<file path="config.mk">
export PLATFORM = sky130hd
export DESIGN_NAME = dvom_ctrl
export DESIGN_NICKNAME = d
export VERILOG_FILES = /design/src/hdl/dvom_pkg.sv /design/src/hdl/dvom_ctrl.sv
export SDC_FILE = /design/constraint.sdc
export NUM_CORES = 1
export LEC_CHECK = 0
export ABC_CLOCK_PERIOD_IN_PS = 2000
export CAP_MARGIN = 20
export CORE_AREA = 2 2 39 41
export CTS_BUF_LIST = sky130_fd_sc_hd__clkbuf_4 sky130_fd_sc_hd__clkbuf_8
export CTS_CLUSTER_SIZE = 16
export DETAILED_ROUTE_END_ITERATION = 7
export DIE_AREA = 0 0 41 43
export DONT_BUFFER_PORTS = 1
export GPL_ROUTABILITY_DRIVEN = 0
export PLACE_DENSITY = 0.48
export SLEW_MARGIN = 20
export SYNTH_ARGS = -nofsm -noshare
export SYNTH_HDL_FRONTEND = slang
export SYNTH_SLANG_ARGS = --single-unit
</file>
<file path="constraint.sdc">
create_clock -name clk_i -period 2 [get_ports clk_i]
set_input_delay 0.3 -clock clk_i [delete_from_list [all_inputs] [get_ports clk_i]]
set_output_delay 0.3 -clock clk_i [all_outputs]
set_load 0.01 [all_outputs]
</file>
<file path="src/hdl/dvom_pkg.sv">
`timescale 1ns / 1ps

package dvom_pkg;

  // Commands from the sequencer to the datapath
  typedef struct packed {
    logic cfg_we;    // write the vertex count register
    logic edge_rd;   // latch an edge request and read its source row
    logic edge_rej;  // report a rejected edge request
    logic edge_wr;   // merge the edge bit into the row and report
    logic run_init;  // clear visited bits, counter, stack depth, output index
    logic sel_root;  // search for the lowest unvisited root instead of a neighbor
    logic visit;     // number, mark and push the vertex that the search found
    logic pop;       // drop the stack top and read the entry below it
    logic pop_load;  // read the adjacency row of the new stack top
    logic out_step;  // read the next mark and report it
  } dvom_cmd_t;

  // Status from the datapath to the sequencer
  typedef struct packed {
    logic edge_bad;  // pending edge request has a vertex out of range
    logic found;     // search found a vertex
    logic depth_one; // stack holds a single entry
    logic out_last;  // output index points at the last vertex
  } dvom_sts_t;

endpackage

</file>
<file path="src/hdl/dvom_ctrl.sv">
`timescale 1ns / 1ps

module dvom_ctrl (
  input  logic               clk_i,
  input  logic               rst_ni,
  input  logic               start,
  output logic               busy,
  input  logic               mode_i,
  input  logic               cfg_valid_i,
  output logic               cfg_ready_o,
  input  dvom_pkg::dvom_sts_t sts_i,
  output dvom_pkg::dvom_cmd_t cmd_o
);

  localparam logic [2:0] StIdle   = 3'd0;
  localparam logic [2:0] StEdgeWr = 3'd1;
  localparam logic [2:0] StInit   = 3'd2;
  localparam logic [2:0] StRoot   = 3'd3;
  localparam logic [2:0] StSearch = 3'd4;
  localparam logic [2:0] StPop    = 3'd5;
  localparam logic [2:0] StOut    = 3'd6;

  logic [2:0] state_q, state_d;

  assign busy        = (state_q != StIdle);
  assign cfg_ready_o = ~busy;

  // Sequence edge requests and runs
  always_comb begin
    state_d = state_q;
    cmd_o   = '0;
    cmd_o.cfg_we = cfg_valid_i & ~busy;
    case (state_q)
      StIdle: begin
        if (start) begin
          if (mode_i) begin
            state_d = StInit;
          end else if (sts_i.edge_bad) begin
            cmd_o.edge_rej = 1'b1;
          end else begin
            cmd_o.edge_rd = 1'b1;
            state_d       = StEdgeWr;
          end
        end
      end
      StEdgeWr: begin
        cmd_o.edge_wr = 1'b1;
        state_d       = StIdle;
      end
      StInit: begin
        cmd_o.run_init = 1'b1;
        state_d        = StRoot;
      end
      StRoot: begin
        cmd_o.sel_root = 1'b1;
        if (sts_i.found) begin
          cmd_o.visit = 1'b1;
          state_d     = StSearch;
        end else begin
          state_d = StOut;
        end
      end
      StSearch: begin
        if (sts_i.found) begin
          cmd_o.visit = 1'b1;
        end else begin
          cmd_o.pop = 1'b1;
          state_d   = sts_i.depth_one ? StRoot : StPop;
        end
      end
      StPop: begin
        cmd_o.pop_load = 1'b1;
        state_d        = StSearch;
      end
      StOut: begin
        cmd_o.out_step = 1'b1;
        if (sts_i.out_last) begin
          state_d = StIdle;
        end
      end
      default: begin
        state_d = StIdle;
      end
    endcase
  end

  always_ff @(posedge clk_i or negedge rst_ni) begin
    if (!rst_ni) begin
      state_q <= StIdle;
    end else begin
      state_q <= state_d;
    end
  end

endmodule

</file>
==> run summary, run 1 <==
The die is 43 µm tall. The number of nets handed over by synthesis was 50. The detailed router finished its first iteration with 8 violations. The aggregate global routing overflow is 0, and the total power density per cell area is 1640 nW/µm². The synthesized-area fraction occupied by xor and xnor cells was 0.

The synthesis-stage register bit count was 3. Wire segments on met3 add up to 72 µm in the final route. In the routed design, unresolved DRC markers number 0.

The worst-case clock skew is 0.362 ps, and the number of warnings printed during yosys synthesis is 0. The die covers 1760 µm². TritonCTS built the clock tree.

Counting the buffers created by CTS gives 3. TritonCTS sink count: 3. The internal portion of the total power is 0.332 mW.

In this run the static leakage power is 0.154 nW. The count of different cell masters after synthesis was 27; the wire length on met2 was 378 µm. In the layout the commonest cells are sky130_fd_sc_hd__nor2_1, sky130_fd_sc_hd__nor3b_1, sky130_fd_sc_hd__clkbuf_4.

The switching fraction of total power was 0.465. The net count of the finished layout is 55. The run gives 56 as the total placed cells including tap cells. Pin placement for this block handled 21 I/O pins. Global-route wire length before repair: 1110 µm. After synthesis, the cell types taking the most area are sky130_fd_sc_hd__dfrtp_1, sky130_fd_sc_hd__nor3b_1, sky130_fd_sc_hd__nor2_1, sky130_fd_sc_hd__a2bb2oi_2, sky130_fd_sc_hd__a2111o_1. The ratio of routed vias to standard cells is 5.11. Start-to-end type of the worst setup path: reg2out. The global routing usage summed across all routing layers is 0.0955, and the number of levels in the clock H-tree is 1. The number of maximum-capacitance constraint violations was 0. The number of flip-flops in the largest register works out to 3. The relative contribution of combinational cells to total power is 0.516, and the post-CTS setup buffer count is 0. The cell area after technology mapping was 322 µm².

Net switching power figure: 0.289 mW. The synthesis-to-finish area growth came out at 17.9%. Derived from the worst setup path, the maximum achievable clock frequency is 553 MHz. The cell count of the worst hold path came out at 1. The tools report the number of antenna violations at the first check in global routing as 0.

The CTS clock-pin slew for the worst setup and hold paths was 40 ps. Fill cells in the final layout number 158. VDD sags by at most 0.347 mV. The largest registers in the layout are state_q (3). The tools report the library cell used as clock root buffer as sky130_fd_sc_hd__clkbuf_4.

Sum of negative setup slack: 0 ps. The pre-antenna-repair detailed-routing pass consisted of 4 iterations. Kind of launch point of the worst setup path: a flop.

The post-synthesis share of cell area spent on full adders, half adders and majority gates was 0. The average routed wire per standard cell was 12.3 µm. Top cell type by total area after synthesis: sky130_fd_sc_hd__dfrtp_1.

The final standard cell count with taps included and fillers excluded was 61. In this run the standard cell core region covers 1380 µm². The fraction of the mapped netlist area in simple logic gates is 0.436, and the via count of the first global-routing pass is 291.

The count of hold-fix buffers inserted at cts was 1; the fraction of final layout cells sized beyond drive strength 1 was 0.244. The share of the yosys chip area belonging to registers is 0.233. Once the clock tree was built, the resizer swapped 0 gates to a different size.

After synthesis, the mean cell area works out to 7.84 µm². The count of antenna diodes in the layout was 0. Setup repair after global routing left no endpoint under its margin. At the pin with the least slew margin, the transition time is 426 ps. The count of antenna-violating nets left after detailed routing is 0, and the top cell type's share of synthesized area is 0.233. The tools report the tightest hold margin as 176 ps.

The count of final max-slew check failures was 0; the arrival time at the worst endpoint was 1510 ps. The largest register by flop count is state_q. The worst relative slew slack is 0.715. Main combinational cell family by area after synthesis: simple AND/OR/NAND/NOR gates. The fraction of synthesized area in multiplexers is 0, and the port buffer count is 0.

The clock period could shrink to 1810 ps. The initialized floorplan defines 14 standard-cell rows. Detailed placement finished with a half-perimeter wire length of 560 µm. The depth of the worst register-to-register path works out to 3. Signal routing reaches up to met3.

Detailed routing inserted a total of 312 vias. The maximum fanout count along the critical path was 12. The synthesized-area fraction occupied by ao, oa, aoi and oai cells is 0.253, and the number of setup violations in the final report is 0. The clock network fraction of total power was 0.191; the detailed-route wire length was 750 µm. Leaving out fill and tap cells, the most frequent cell in the layout is sky130_fd_sc_hd__nor2_1. For the portion of total power attributed to sequential cells, the log shows 0.292. The die span in x came out at 41 µm.

The post-synthesis instance total is 41, and the starting utilization of the core area is 0.232. After detailed routing, the wire length on met1 is 299 µm. The path class of the tightest hold or removal check is in2reg. The tools report the required time of the critical path as 1700 ps. At the later pin of the worst-skew pair, clock insertion delay measures 230 ps.

Entering global routing, the biggest net connects 17 pins. Final core utilization: 0.274. The final clock period utilization by the worst path is 0.904, and the number of hold-slack violations in the final timing report is 0. For the maximum count of clock buffers along a single path, the log shows 2.

The worst setup path is captured at an output port. The run finished with clean final reports.
worst paths after layout:
| check | start | to | slack [ps] |
|---|---|---|---|
| worst max-delay path | state_q[2] | cmd_o[8] | 190 |
| worst min-delay path | sts_i[1] | state_q[2] | 180 |
| worst max register to register | state_q[1] | state_q[1] | 690 |
| worst min register to register | state_q[0] | state_q[0] | 690 |
| max in group asynchronous | rst_ni | state_q[2] | 1540 |
| min in group asynchronous | rst_ni | state_q[1] | 320 |
critical path, stage by stage, from the launching register on:
cell and delay (ps):
sky130_fd_sc_hd__dfrtp_1 490, sky130_fd_sc_hd__nor3_2 270, sky130_fd_sc_hd__inv_2 80, sky130_fd_sc_hd__nor4b_1 250
sky130_fd_sc_hd__buf_4 170
power groups by stage:
stage               combinational (mW)  sequential [mW]  clock [mW]
floorplan                        0.339            0.116           0
global placement                 0.325            0.180           0
detailed placement               0.322            0.182           0
CTS                              0.326            0.181       0.126
global route                     0.359            0.195       0.131
finish                           0.321            0.182       0.119
layer usage:
metal / global-route usage / vias up
li1: - / 156
met1: 0.119 / 143
met2: 0.134 / 13
met3: 0.0157 / 0
met4: 0.0800 / 0
met5: 0 / -
synthesized netlist by cell type, drive strengths merged:
| master | n |
|---|---|
| a2bb2oi | 1 |
| buf | 3 |
| nor3b | 5 |
| nor3 | 2 |
| o31ai | 1 |
| inv | 2 |
| o21ai | 2 |
| o21a | 1 |
| and2 | 1 |
| dfrtp | 3 |
| nor2 | 6 |
| or2 | 1 |
| nand2 | 2 |
| a31oi | 1 |
| a2111o | 1 |
| nor4b | 1 |
| and3 | 1 |
| o22ai | 1 |
| a21o | 1 |
| and4b | 1 |
| o32a | 1 |
| nand2b | 1 |
| or2b | 1 |
| nor2b | 1 |
layout make-up:
type	instances	area [µm²]	area share
inverters	2	7.51	0.0198
clock buffers	4	30.0	0.0792
multi-input cells	33	221	0.584
well taps	16	20.0	0.0528
flip-flops and latches	3	75.1	0.198
repair buffers	3	25.0	0.0660
per-stage QoR:
stage	power [mW]	setup WS, ps	area [µm²]
after floorplan	0.455	439	322
after global placement	0.505	475	339
after detailed placement	0.503	430	339
after CTS	0.632	167	379
after global routing	0.685	75.5	379
final	0.621	193	379
cells by family (layout without fill, tap and decap cells):
kind of cell / Yosys count / count (layout)
AOI/OAI and AO/OA: 10 / 10
buffers and inverters: 5 / 9
DFF: 3 / 3
and+or+nand+nor: 23 / 23
Note: power is estimated with default switching activity, not from simulation.
==> inputs of run 2 (changes only) <==
Settings changed: ABC_CLOCK_PERIOD_IN_PS 2000 to 2200, REMOVE_ABC_BUFFERS set to 1.
Clock period 2 ns to 2.2 ns, I/O delays scaled along.
==> run 2 against run 1 <==
Effect of this change: register-to-register slack gained 170 ps; first-iteration DRC count down 50%; non-clock buffer count did not move; die area stayed put; clock-buffer cell count did not move; flip-flop and latch count unchanged; final cell count unchanged; critical path depth down 1; utilization unchanged; worst hold slack improved by 21 ps; largest power group unchanged.
==> run summary, run 2 (synthesized netlist as in run 1, its figures left out) <==
The total iterations of the first detailed-routing run is 2. For the later-pin clock latency in the skew report, the log shows 240 ps. The tools report the maximum count of clock buffers along a single path as 2. The tools report the maximum number of pins on one net before global-route repair as 17. The number of antenna diodes in the final layout is 0. The count of nets left with antenna violations once routing finished came out at 0. The cell area after layout came out at 379 µm². For the residual DRC count, the log shows 0. Leaving out fill and tap cells, the most frequent cell in the layout is sky130_fd_sc_hd__nor2_1. TritonCTS built the clock tree. The min-delay analysis places its worst path in the category in2reg. For this run, the number of standard cells in the final layout without fillers is 61.

The count of buffer and inverter cells on the critical path works out to 1. The arrival time at the worst endpoint is 1580 ps, and the count of hold-fix buffers inserted at cts is 1. The logs give 0 for the post-CTS setup buffer count and 567 µm for the detailed placement HPWL. The slew at the pin closest to its max-slew limit is 537 ps. Timing would allow up to 525 MHz. In this run the core area contains 14 standard-cell rows.

The tool flagged a number of max-cap violations equal to 0. In this design, the largest share of critical-path delay is due to simple AND/OR/NAND/NOR gates. Clock-pin slew was measured on the worst setup and hold paths at 40 ps.

The kind of launch point of the worst setup path was a flop. The global routing usage summed across all routing layers is 0.113, and the height of the die is 43 µm. Including well taps, the total number of placed cells is 56.

The count of final max-slew check failures is 0. STA classifies the critical path endpoint as an output port. The synthesis-to-finish area growth works out to 17.9%. After the last flow step, the layout net total stands at 55. Using the TritonRoute via totals, the vias-per-cell ratio works out to 5.26. The number of levels in the clock H-tree is 1. The logs give 0 for the aggregate global routing overflow and 0.232 for the starting utilization of the core area. The run gives 0.637 as the worst relative slew slack. The final clock period utilization by the worst path is 0.866. The via count of the first global-routing pass was 263; the sum of negative setup slack was 0 ps. The tools report the detailed-route wire length as 849 µm. In the layout the commonest cells are sky130_fd_sc_hd__nor2_1, sky130_fd_sc_hd__nor3b_1, sky130_fd_sc_hd__clkbuf_4. The start-to-end type of the worst setup path was reg2out. Subtracting the final worst setup slack from the clock period gives 1910 ps. The run gives 3 as the TritonCTS sink count. On the final layout, the worst clock skew is 1.94 ps. Maximum fanout count along the critical path: 13. The cell area after placement was 339 µm².

The first global-routing pass estimated 1240 µm of wire. Buffers inserted during clock tree synthesis total 3. The number of flip-flops in the largest register works out to 3.

More flip-flops sit in one register than any other, and that register is state_q. The worst-case IR drop observed on VDD is 0.391 mV. For the filler cell count, the log shows 153. Setup repair after global routing left no endpoint under its margin.

For this design the ratio of total power to cell area is 1550 nW/µm². The run gives 321 as the total number of vias. The final core utilization is 0.274, and the core region area is 1380 µm². The cell type of the slowest stage on the worst timing path was sky130_fd_sc_hd__dfrtp_1. The fraction of final layout cells sized beyond drive strength 1 came out at 0.244. The run finished with clean final reports. The run gives 0 as the number of antenna violations at the first check in global routing. The run gives 0 as the number of instances resized during post-cts repair. The average routed wire per standard cell works out to 13.9 µm.

The required time of the critical path is 1870 ps, and the delay of the slowest cell on the worst path is 500 ps. The run gives 0 as the number of setup violations in the final report. Measured along the x axis, the die boundary spans 41 µm. The tightest hold path in the finished design has a slack of 197 ps.

The die covers 1760 µm². The port buffer count works out to 0. In the final layout, the registers with the most flip-flops are state_q (3). The run gives 4 as the number of design-rule violations left by the first detailed-router iteration. The critical path goes through nor3_2 > inv_2 > nor4b_1. The tools report the library cell used as clock root buffer as sky130_fd_sc_hd__clkbuf_4. During I/O placement, the number of pins put on the boundary was 21.

Summed over all cells, the static leakage comes to 0.153 nW. For the number of hold-slack violations in the final timing report, the log shows 0.
-- run 2: cell counts in the layout (fill, tap and decap cells not counted) --
No cell type changed its count.
-- run 2: worst reg2reg max path, cell delays in order (launching register included) --
cell and delay (ps):
sky130_fd_sc_hd__dfrtp_1 590, sky130_fd_sc_hd__nor2_1 90, sky130_fd_sc_hd__a2111o_1 420, sky130_fd_sc_hd__a2bb2oi_2 160
-- run 2: worst paths after layout --
check	slack, ps	endpoint	depth (start not counted)	from
min in group asynchronous	340	state_q[0]	1	rst_ni
max	290	cmd_o[8]	3	state_q[0]
max reg2reg	860	state_q[1]	3	state_q[1]
max in group asynchronous	1720	state_q[2]	1	rst_ni
min reg2reg	690	state_q[0]	1	state_q[0]
min	200	state_q[2]	1	sts_i[1]
-- run 2: final cells by class --
cell class | count | area [µm²] | area share
multi-input cells | 33 | 221 | 0.584
flip-flops and latches | 3 | 75.1 | 0.198
clock buffers | 4 | 30.0 | 0.0792
repair buffers | 3 | 25.0 | 0.0660
well taps | 16 | 20.0 | 0.0528
inverters | 2 | 7.51 | 0.0198
-- run 2: routing by layer --
layer  vias to the layer above  global-route usage  share of wire
met1                       137               0.148           0.39
met5                         -                   0              0
met2                        22               0.125           0.43
met3                         5              0.0262           0.11
met4                         0               0.140          0.058
li1                        157                   -              -
-- run 2: power breakdown --
group,leakage (nW),internal [mW],switching (mW)
registers,0.0376,0.0812,0.0671
clock network,0.0184,0.0805,0.0321
logic,0.0973,0.150,0.176
-- run 2: stage by stage --
| stage | setup slack, ps | power (mW) |
|---|---|---|
| after floorplan | 494 | 0.387 |
| after global placement | 559 | 0.470 |
| after detailed placement | 536 | 0.471 |
| after CTS | 270 | 0.597 |
| after global routing | 213 | 0.641 |
| final | 294 | 0.587 |
==> inputs of run 3 (changes only) <==
Settings changed: CTS_BUF_LIST sky130_fd_sc_hd__clkbuf_4 sky130_fd_sc_hd__clkbuf_8 to unset.
==> run 3 against run 2 <==
Effect of this change: routed wire length down 4.7%; largest power group unchanged; setup slack worse by 2.9 ps; global-route usage shrank 0.40 points; register-to-register slack improved by 20 ps; combinational power fell by 2%; largest cell class unchanged; non-clock buffer count did not move; critical path type unchanged; worst hold slack about the same.
==> run summary, run 3 (synthesized netlist as in run 1, its figures left out) <==
The worst relative slew slack is 0.637, and the residual DRC count is 0. For the number of nets in the layout, the log shows 55. The count of buffer and inverter cells on the critical path works out to 1. TritonCTS built the clock tree.

Net switching power figure: 0.272 mW. The tools report the library cell used as clock root buffer as sky130_fd_sc_hd__clkbuf_4. Once detail routing completed, the nets flagged for antenna violations numbered 0.

For this design, the sink count on the clock tree is 3. The tools report the global routing usage summed across all routing layers as 0.109. The worst path meets setup with 291 ps of slack.

The number of levels in the clock H-tree was 1. For the number of design-rule violations left by the first detailed-router iteration, the log shows 2. The most common cell after layout, fill and taps aside is sky130_fd_sc_hd__nor2_1. Using the TritonRoute via totals, the vias-per-cell ratio works out to 5.26. The later pin in the worst-skew pair is clocked with a latency of 240 ps. The maximum count of clock buffers along a single path was 2; the detailed placement HPWL was 567 µm. The final clock period utilization by the worst path was 0.868; the CTS clock-pin slew for the worst setup and hold paths was 40 ps.

The run gives 0.299 mW as the internal portion of total power. The cell area after placement came out at 339 µm². Input and output buffers added on the ports amount to 0.

The run gives 809 µm as the detailed-route wire length. Static timing analysis puts the maximum clock frequency at 524 MHz. The floorplan step defined a die boundary enclosing 1760 µm². The count of antenna diodes in the layout came out at 0. The tightest hold margin is 197 ps, and the peak supply drop is 0.399 mV.

Max-cap violations in this run came to 0. The number of flip-flops in the largest register was 3; the total power density per cell area was 1520 nW/µm². The largest register by flop count was state_q. For the pin with the worst max-slew slack, the measured transition is 537 ps. For the final database, setup skew stands at 2.64 ps. The portion of total power attributed to sequential cells came out at 0.262.

The run gives 261 as the via count of the first global-routing pass. STA classifies the critical path endpoint as an output port. In this run the standard cell core region covers 1380 µm². The first global-routing pass estimated 1200 µm of wire. The fraction of final layout cells sized beyond drive strength 1 is 0.222. The finished layout holds 61 standard cells, fillers aside. The number of hold-slack violations in the final timing report is 0. Type of the worst min-delay path: in2reg. The routed layout has 321 vias. Dividing the detail-routed wire length by the instance count gives 13.3 µm. Walking the worst path, the cells encountered are nor3_2 > inv_2 > nor4b_1.

The sum of negative setup slack is 0 ps, and the relative contribution of combinational cells to total power is 0.561. For the I/O pin total, the log shows 21. The number of antenna violations at the first check in global routing was 0; the number of setup violations in the final report was 0. Entering global routing, the biggest net connects 17 pins.

The synthesis-to-finish area growth is 16.7%. For the aggregate global routing overflow, the log shows 0. Measured along the x axis, the die boundary spans 41 µm. Height of the die: 43 µm. In this run, placement finished with an instance count of 56. The delay of the slowest cell on the worst path works out to 500 ps.

For this run, the detailed router's first-pass iteration total came to 2. The start-to-end type of the worst setup path was reg2out. Data on the critical path is required at its endpoint by 1870 ps. Setup repair after global routing left no endpoint under its margin. The count of final max-slew check failures came out at 0. The tools report the final core utilization as 0.271. Total power for the finished layout comes to 0.571 mW. The clock network fraction of total power came out at 0.177. Among all stages on the critical path, the largest delay is contributed by sky130_fd_sc_hd__dfrtp_1. Cell area after layout: 375 µm². The largest registers in the layout are state_q (3). The switching fraction of total power came out at 0.476. Timing analysis after detailed placement gives a worst setup slack of 536 ps. Among cell families on the critical path, the largest total delay comes from simple AND/OR/NAND/NOR gates. The flow ran to the end, and the final reports show no timing, DRC or antenna violations. The floorplan has 14 rows. Subtracting the final worst setup slack from the clock period gives 1910 ps.

STA puts the critical path data arrival time at 1580 ps. The number of buffers created by CTS was 3; the post-CTS setup buffer count was 0. The worst setup path is launched from a flop. For this design the static power due to leakage is 0.150 nW.

The maximum fanout count along the critical path was 13; the starting utilization of the core area was 0.232. In the layout the commonest cells are sky130_fd_sc_hd__nor2_1, sky130_fd_sc_hd__nor3b_1, sky130_fd_sc_hd__clkbuf_4, sky130_fd_sc_hd__dfrtp_1.
## run 3: changes by cell type in the layout (fill, tap and decap cells not counted)
cell,change
sky130_fd_sc_hd__clkbuf_1,+1
sky130_fd_sc_hd__clkbuf_4,-1
## run 3: path summary, 6_finish.rpt
path                       slack (ps)  startpoint          to  cells past startpoint
setup / recovery                  290  state_q[0]    cmd_o[8]                      3
hold / removal                    200    sts_i[1]  state_q[2]                      1
setup reg to reg                  880  state_q[1]  state_q[1]                      3
hold reg to reg                   690  state_q[0]  state_q[0]                      1
max in group asynchronous        1720      rst_ni  state_q[2]                      1
min in group asynchronous         340      rst_ni  state_q[0]                      1
## run 3: per-layer routing
metal	share of wire	global-route usage
met4	0.057	0.140
met1	0.44	0.148
met5	0	0
met2	0.39	0.113
met3	0.11	0.0262
## run 3: cell type report
| class | instances | area [µm²] |
|---|---|---|
| clock buffers | 4 | 26.3 |
| fillers | 151 | 1010 |
| inverters | 2 | 7.51 |
| multi-input cells | 33 | 221 |
| flip-flops and latches | 3 | 75.1 |
| well taps | 16 | 20.0 |
| repair buffers | 3 | 25.0 |
## run 3: power groups by stage
stage	clock, mW	combinational (mW)	sequential, mW
2_1_floorplan	0	0.241	0.146
3_3_place_gp	0	0.321	0.148
3_5_place_dp	0	0.321	0.149
4_1_cts	0.106	0.325	0.148
5_1_grt	0.111	0.358	0.158
6_report	0.101	0.321	0.149
## run 3: what timing repair did
action | 4_1_cts | 5_1_grt
hold buffers | 1 | 0
endpoints found under the hold margin | 3 | 0
gates resized for setup | 0 | 0
